`src/rtl/core/fprf_pkg.sv`:
```
`default_nettype none
// ----------------------------------------------------------------------------
// fprf_pkg
// Shared widths and types of the fixed point to reduced fraction unit.
// ----------------------------------------------------------------------------
package fprf_pkg;
    localparam int WORD_W = 32;
    localparam int WIDE_W = 64;
    localparam logic [WORD_W-1:0] PRECISION_RESET = 32'd1048576;

    typedef logic [WORD_W-1:0]        t_word;
    typedef logic signed [WORD_W-1:0] t_sword;
    typedef logic signed [WIDE_W-1:0] t_swide;

    typedef struct packed {
        logic start;
        logic done;
    } t_iter_ctl;
endpackage
`default_nettype wire

```
`src/rtl/core/fprf_iter.sv`:
```
`default_nettype none
// ----------------------------------------------------------------------------
// fprf_iter
// Binary gcd of scaled and precision, then two restoring divisions by the
// gcd, all on one shared 33-bit subtractor.
// ----------------------------------------------------------------------------
module fprf_iter (
    input  wire                  i_clk,
    input  wire                  i_rst_n,
    input  fprf_pkg::t_iter_ctl  i_ctl,
    output fprf_pkg::t_iter_ctl  o_ctl,
    input  fprf_pkg::t_word      i_scaled,
    input  fprf_pkg::t_word      i_p,
    output fprf_pkg::t_word      o_num,
    output fprf_pkg::t_word      o_deno
);
    import fprf_pkg::*;

    localparam logic [2:0] S_IDLE = 3'd0;
    localparam logic [2:0] S_GCD  = 3'd1;
    localparam logic [2:0] S_DIVA = 3'd2;
    localparam logic [2:0] S_DIVB = 3'd3;
    localparam logic [2:0] S_DONE = 3'd4;

    logic [2:0]  r_state;
    t_word       r_a, r_b, r_g, r_quo, r_num, r_sc, r_p;
    logic [4:0]  r_k, r_cnt;
    logic [32:0] r_rem;

    logic        a_ge_b;
    logic [32:0] op_x, op_y, rem_sh;
    logic [33:0] diff;

    assign a_ge_b = (r_a >= r_b);
    assign rem_sh = {r_rem[31:0], r_quo[31]};

    // shared subtractor: larger minus smaller in gcd, trial subtract in divide
    always_comb begin
        if (r_state == S_GCD) begin
            op_x = a_ge_b ? {1'b0, r_a} : {1'b0, r_b};
            op_y = a_ge_b ? {1'b0, r_b} : {1'b0, r_a};
        end else begin
            op_x = rem_sh;
            op_y = {1'b0, r_g};
        end
        diff = {1'b0, op_x} - {1'b0, op_y};
    end

    always_ff @(posedge i_clk) begin
        if (!i_rst_n) begin
            r_state <= S_IDLE;
        end else begin
            case (r_state)
                S_IDLE: begin
                    if (i_ctl.start) begin
                        r_a     <= i_scaled;
                        r_b     <= i_p;
                        r_sc    <= i_scaled;
                        r_p     <= i_p;
                        r_k     <= '0;
                        r_state <= S_GCD;
                    end
                end
                S_GCD: begin
                    if (r_a == '0) begin
                        r_g     <= r_b << r_k;
                        r_quo   <= r_sc;
                        r_rem   <= '0;
                        r_cnt   <= '0;
                        r_state <= S_DIVA;
                    end else if (!r_a[0] && !r_b[0]) begin
                        r_a <= r_a >> 1;
                        r_b <= r_b >> 1;
                        r_k <= r_k + 5'd1;
                    end else if (!r_a[0]) begin
                        r_a <= r_a >> 1;
                    end else if (!r_b[0]) begin
                        r_b <= r_b >> 1;
                    end else if (a_ge_b) begin
                        r_a <= diff[31:0];
                    end else begin
                        r_b <= diff[31:0];
                    end
                end
                S_DIVA, S_DIVB: begin
                    r_cnt <= r_cnt + 5'd1;
                    if (r_cnt == 5'd31 && r_state == S_DIVA) begin
                        // last numerator bit, then load precision as dividend
                        r_num   <= {r_quo[30:0], ~diff[33]};
                        r_quo   <= r_p;
                        r_rem   <= '0;
                        r_state <= S_DIVB;
                    end else begin
                        if (diff[33]) begin
                            r_rem <= rem_sh;
                            r_quo <= {r_quo[30:0], 1'b0};
                        end else begin
                            r_rem <= diff[32:0];
                            r_quo <= {r_quo[30:0], 1'b1};
                        end
                        if (r_cnt == 5'd31) begin
                            r_state <= S_DONE;
                        end
                    end
                end
                S_DONE: r_state <= S_IDLE;
                default: r_state <= S_IDLE;
            endcase
        end
    end

    assign o_ctl.start = 1'b0;
    assign o_ctl.done  = (r_state == S_DONE);
    assign o_num       = r_num;
    assign o_deno      = r_quo;
endmodule
`default_nettype wire

```
`config.mk`:
```
export PLATFORM = sky130hd
export DESIGN_NAME = fprf_iter
export DESIGN_NICKNAME = d
export VERILOG_FILES = /design/src/rtl/core/fprf_pkg.sv /design/src/rtl/core/fprf_iter.sv
export SDC_FILE = /design/constraint.sdc
export NUM_CORES = 1
export LEC_CHECK = 0
export CAP_MARGIN = 0
export CORE_MARGIN = 5
export CORE_UTILIZATION = 45
export CTS_CLUSTER_SIZE = 12
export DETAILED_ROUTE_END_ITERATION = 6
export DONT_BUFFER_PORTS = 1
export PLACE_DENSITY = 0.61
export SKIP_LAST_GASP = 1
export SLEW_MARGIN = 20
export SYNTH_ARGS = -nofsm -noshare
export SYNTH_HDL_FRONTEND = slang
export SYNTH_SLANG_ARGS = --single-unit
export TNS_END_PERCENT = 10
```
`constraint.sdc`:
```
create_clock -name i_clk -period 9.3 [get_ports i_clk]
set_input_delay 1.86 -clock i_clk [delete_from_list [all_inputs] [get_ports i_clk]]
set_output_delay 1.86 -clock i_clk [all_outputs]
set_load 0.005 [all_outputs]
```
# After elaboration in Yosys (flattened, before gate mapping)
# Cells that the tools add are included.
[op_classes]
add_sub_neg = 3
order_cmp = 1
eq_ne = 14
shift = 1
n_mux = 37
bitwise = 1
n_reduce_logical = 19
[op_table]
columns = ["operator", "count"]
rows = [
  ["$mux 32", 20],
  ["$pmux 32 s2", 4],
  ["$sub 33x32->34", 1],
  ["$mux 33", 1],
  ["$ge 32x32->1", 1],
  ["$logic_not 32->1", 1],
  ["$shl 32x5->32", 1],
  ["$mux 5", 4],
  ["$pmux 5 s2", 2],
  ["$reduce_and 3->1", 5],
  ["$mux 3", 4],
  ["$ne 4x3->1 const B", 3],
  ["$reduce_and 6->1", 2],
  ["$add 5x1->5 const B", 2],
  ["$reduce_and 5->1", 2],
  ["$pmux 3 s3", 1],
  ["$eq 3x2->1 const B", 2],
  ["$eq 5x5->1 const B", 1],
  ["$ne 2x1->1 const B", 2],
  ["$ne 2x2->1 const B", 2],
  ["$reduce_and 4->1", 1],
  ["$reduce_bool 2->1", 2],
  ["$eq 3x1->1 const B", 1],
  ["$eq 3x3->1 const B", 1],
  ["other kinds (8)", 10],
]
[word_totals]
register_bits = 269
in_bits = 68
out_inout_bits = 66

# Longest topological paths before layout
[logic_depth]
word_depth = 10
mapped_depth = 26
depth_no_buf = 22

# Worst setup path before layout
# OpenSTA, ideal clock, no wires.
[synth_timing]
kind = "input-to-reg"
startpoint = "in i_rst_n"
endpoint = "reg r_p[0] (enable)"
arrival_ns = 8.610
required_ns = 8.634
setup_slack_ns = 0.023
stages = 2
path_buffers = 0
path_cell_list = "nand2b_1 -> nor4b_1"
[synth_between]
elab_chain_cells = 1
[synth_lines]
columns = ["item", "line", "rtl"]
rows = [
  ["start, declared", "fprf_iter.sv:9", "input wire i_rst_n,"],
  ["$reduce_and 3->1 (no line)", "--", ""],
  ["end signal, assigned", "fprf_iter.sv:59", "r_p <= i_p;"],
  ["end, declared", "fprf_iter.sv:26", "t_word r_a, r_b, r_g, r_quo, r_num, r_sc, r_p;"],
]
# Every way passes these cells.
# A chain may end at the register's enable or synchronous reset.

# Worst setup path after layout
[layout_timing]
startpoint = "reg r_b[0]"
endpoint = "reg r_rem[4], data pin"
[layout_between]
elab_chain_cells = 7
word_cells_on_any_way = 9
classes_between = "add/sub (1); order compare (1); mux (7)"
[layout_lines]
columns = ["item", "line", "rtl"]
rows = [
  ["start, declared", "fprf_iter.sv:26", ""],
  ["start signal, assigned", "fprf_iter.sv:57", "r_b <= i_p;"],
  ["start signal, assigned", "fprf_iter.sv:73", "r_b <= r_b >> 1;"],
  ["start signal, assigned", "fprf_iter.sv:78", "r_b <= r_b >> 1;"],
  ["$ge 32x32->1", "fprf_iter.sv:34", "assign a_ge_b = (r_a >= r_b);"],
  ["$mux 32, on equally long branches", "fprf_iter.sv:40, fprf_iter.sv:41", ""],
  ["$mux 33 or $mux 32 (tied branches)", "fprf_iter.sv:39", "if (r_state == S_GCD) begin"],
  ["$sub 33x32->34 (*)", "fprf_iter.sv:46", "diff = {1'b0, op_x} - {1'b0, op_y};"],
  ["$mux 32 (*)", "fprf_iter.sv:94", "if (diff[33]) begin"],
  ["$mux 32 (*)", "fprf_iter.sv:87", "if (r_cnt == 5'd31 && r_state == S_DIVA) begin"],
  ["$pmux 32 s2 (*)", "fprf_iter.sv:53", "case (r_state)"],
  ["end signal, assigned", "fprf_iter.sv:95", "r_rem <= rem_sh;"],
  ["end signal, assigned", "fprf_iter.sv:98", "r_rem <= diff[32:0];"],
  ["end, declared", "fprf_iter.sv:28", "logic [32:0] r_rem;"],
]
# Every way passes the cells marked *; elsewhere a longest branch is shown, timed or not.

==> results by group <==
Status
  – Status: finished clean

Drt
  – Via density: 6.05
  – DRT Pass-1 Iters: 7
  – Drc violations: 0
  – Vias: 12366
  – WL per Instance: 22.4 um
  – Initial DRC Count: 1330
  – Antenna-violating nets left: 0
  – Final WL: roughly 46000 um

STA
  – Final Skew: 27.4 ps
  – Setup violations, final: 0
  – Fin crit period: ~6400 ps
  – Slew HR: 23.4%
  – Final period utilization: 69.3%
  – Setup TNS: 0 ps
  – Max frequency: between 0.15 and 0.2 GHz
  – Fin. Hold Viols: 0
  – Max Transition Viols Final: 0
  – Worst slew pin tran: approximately 1100 ps
  – RSZ-0062 raised after global routing: no
  – Fin Hold WS: 511 ps

CTS
  – CTS tree: yes
  – Post-CTS setup repair buffer count: 0
  – Hold Buf Count CTS: 0
  – Max H-tree Level: 1
  – CTS Root Cell: clkbuf_16
  – Clk pin slew, worst setup/hold paths: approximately 60 ps
  – CTS max path bufs: 3
  – Post-CTS Resized: 0
  – Worst skew pair latency: 560 ps
  – CTS Sinks: 269
  – CTS Buf Count: 29

Critical path
  – CP top delay family: compound AO/OA/AOI/OAI gates
  – Crit path cell chain: inv_1 > ha_1 > and3b_1 > o21ai_1 > a21oi_1 > o21ai_1 > a21oi_1 > o2111ai_4 > buf_4 > mux2i_1 > nor2_1 > a21oi_1 > ha_1 > o211ai_1 > a21oi_2 > o21ai_1 > a21oi_1 > o21a_1 > a41oi_1 > o21ai_4 > buf_4 > mux2i_1 > nor2_1
  – Capturing point of the worst reg2reg path: r_rem[4]
  – Bufs and invs on worst path: 3
  – Worst r2r path cells: 23
  – Required time of the critical path: around 9600 ps
  – Max incr delay on CP: 700 ps
  – Crit end category: register
  – Worst R2R Start: r_b[0]
  – Reg2Reg Setup Slack: 2860 ps
  – CP arrival: 6720 ps
  – Most used cell, CP: a21oi_1
  – CP startpoint kind: register
  – Worst Path Max Fanout: 71
  – Slowest cell on crit path: buf_4
  – Start-to-end type of the worst setup path: register to register

Hold path
  – Hold EP: o_num[24]
  – Hold depth: 0
  – Hold_sp: o_deno[23]
  – Hold Path Class: register to register

Yosys
  – Post-Synthesis Net Count: 1762
  – Number of synthesized flops with an enable pin: 266
  – Ys flop type: edfxtp_1
  – Post-Synthesis Cells: between 1500 and 2000
  – #FFs+latches synth: 269
  – Netlist cell types: 68
  – Mapped Area: 16200 sq um
  – Yosys warnings: 0
  – Post-synthesis sequential area ratio: between 40% and 50%
  – Fraction of registers with async set/reset: 0%
  – Synthesized area per cell: 10.0 sq um

Floorplanning
  – Boundary Pins: about 130
  – Die Width: about 200 um
  – Initial Utilization: 45.7%
  – Die H: 200 um
  – Rows: between 60 and 70
  – Core ar.: 35600 sq um
  – Die area: between 40000 and 50000 sq um

Finish
  – Ant. Diodes: 0
  – Layout cells sized above 1: slightly below 6%
  – Footprint of the multi-input gates: about 7600 sq um
  – Seq. cell area: 8050 sq um
  – Final Instance Area: 17400 sq um
  – Layout area overhead: 7.24%
  – Final core utilization: 49.0%
  – Filler cell count: 3241
  – Net count, final: about 1700

Global route
  – GR Util All Layers: 22.1%
  – Gr ovfl total: 0
  – First-pass GRT wire length: 69200 um
  – Largest net degree at the start of global routing: between 80 and 90
  – Number of global-route vias before repair: 11381
  – Initial antenna violation count: 0

Placement
  – DP HPWL: between 30000 and 40000 um
  – GPL Wtd Cong: 0.883
  – Cell Area, Placed: ~17000 sq um
  – Port bufs: 0

Pwr
  – Leakage power: 6.58 nW
  – Worst VDD drop: between 0.00015 and 0.0002 V
  – PwrDens: approximately 190 nW/um^2
  – Total Power: 3.29 mW

Job
  – Max_cap viols: 0
[synth_stat cells (9+ instances only)]
library cell	n	area, sq um
edfxtp_1	266	7990
nor2_1	245	920
nand2_1	177	664
a21oi_1	140	701
mux2i_1	129	1290
o21ai_0	116	581
clkbuf_1	72	270
ha_1	69	863
inv_1	43	161
a221oi_1	35	307
a21o_1	28	210
buf_2	21	105
xnor2_1	21	184
a31oi_1	18	113
nor3_1	18	90.1
nand3_1	17	85.1
o21ai_1	13	65.1
a211oi_1	12	90.1
nand2b_1	12	75.1
o22ai_1	12	75.1
and3_1	11	68.8
nand4_1	11	68.8
xor2_1	11	96.3
nor4_1	10	62.6
nor2b_1	9	56.3
[worst max-delay path by stage]
stage | startpoint | end | cells after the start
detailed placement | r_a[0] | r_rem[4] | 23
global placement | r_b[0] | r_rem[4] | 23
finish | r_b[0] | r_rem[4] | 23
global route | r_a[0] | r_rem[4] | 23
CTS | r_a[0] | r_rem[4] | 23
floorplan | i_rst_n | r_p[0] | 2
[cells by family (layout without fill, tap and decap cells)]
| logic type | after synthesis | after routing | synth area share (%) |
|---|---|---|---|
| buf+inv | 153 | 111 | 3.93 |
| xor+xnor | 32 | 32 | 1.72 |
| fa+ha+maj | 70 | 70 | 5.44 |
| other cells | 1 | 1 | 0.0231 |
| simple gates | 534 | 534 | 14.0 |
| flops | 269 | 269 | 49.5 |
| mux | 141 | 141 | 9.33 |
| compound gates | 424 | 424 | 16.1 |
[metal layers]
metal  GRT usage [%]  wire (um)  vias up
li1                -          -     5843
met4            4.20        743        0
met5               0          0        -
met2            32.8      19700      508
met1            34.6      21000     5966
met3            3.56       4240       49
[power breakdown]
group	switching (mW)	internal [mW]	total [mW]
logic	0.488	0.276	0.764
clock network	0.465	0.621	1.09
registers	0.0550	1.38	1.44
total	1.01	2.28	3.29
[area by class of cell]
class	instances	area share [%]
clock inverter	10	0.596
clock buffer	36	4.32
timing repair buffer	20	0.862
inverter	45	0.969
tap	461	3.31
multi-input combinational	1202	43.8
sequential	269	46.2
[state kept, by name (all words and copies together) (netlist names)]
| signal | flops |
|---|---|
| r_a | 32 |
| o_deno | 32 |
| r_state | 3 |
| r_sc | 32 |
| r_cnt | 5 |
| o_num | 32 |
| r_k | 5 |
| r_g | 32 |
| r_rem | 32 |
| r_b | 32 |
| r_p | 32 |
[cell usage in the layout, fill, tap and decap left out, types with 11 or more instances in the layout]
cell type and instances:
clkbuf_16 29, a21oi_1 140, o21ai_0 116, xnor2_1 21, nand3_1 17, nor2_1 243, a21o_1 28, a211oi_1 12
nor3_1 17, o22ai_1 12, xor2_1 11, buf_4 20, ha_1 69, edfxtp_1 266, nand4_1 11, mux2i_1 129
a221oi_1 35, a31oi_1 18, and3_1 11, o21ai_1 13, nand2_1 177, inv_1 43
[through the flow]
stage / worst slack (ps) / cells
final: 2860 / 2043
after global routing: 2530 / 2043
after CTS: 2950 / 2043
after detailed placement: 2950 / 1997
after global placement: 3000 / 1997
after floorplan: 23.2 / 1624
[worst reg2reg max path: stages (launching register included)]
cell,delay (ps)
edfxtp_1,520
inv_1,280
ha_1,290
and3b_1,160
o21ai_1,150
a21oi_1,90
o21ai_1,200
a21oi_1,180
o2111ai_4,230
buf_4,700
mux2i_1,200
nor2_1,120
a21oi_1,50
ha_1,430
o211ai_1,150
a21oi_2,240
o21ai_1,170
a21oi_1,230
o21a_1,270
a41oi_1,270
o21ai_4,210
buf_4,550
mux2i_1,410
nor2_1,60
(Power assumes the default switching activity.)
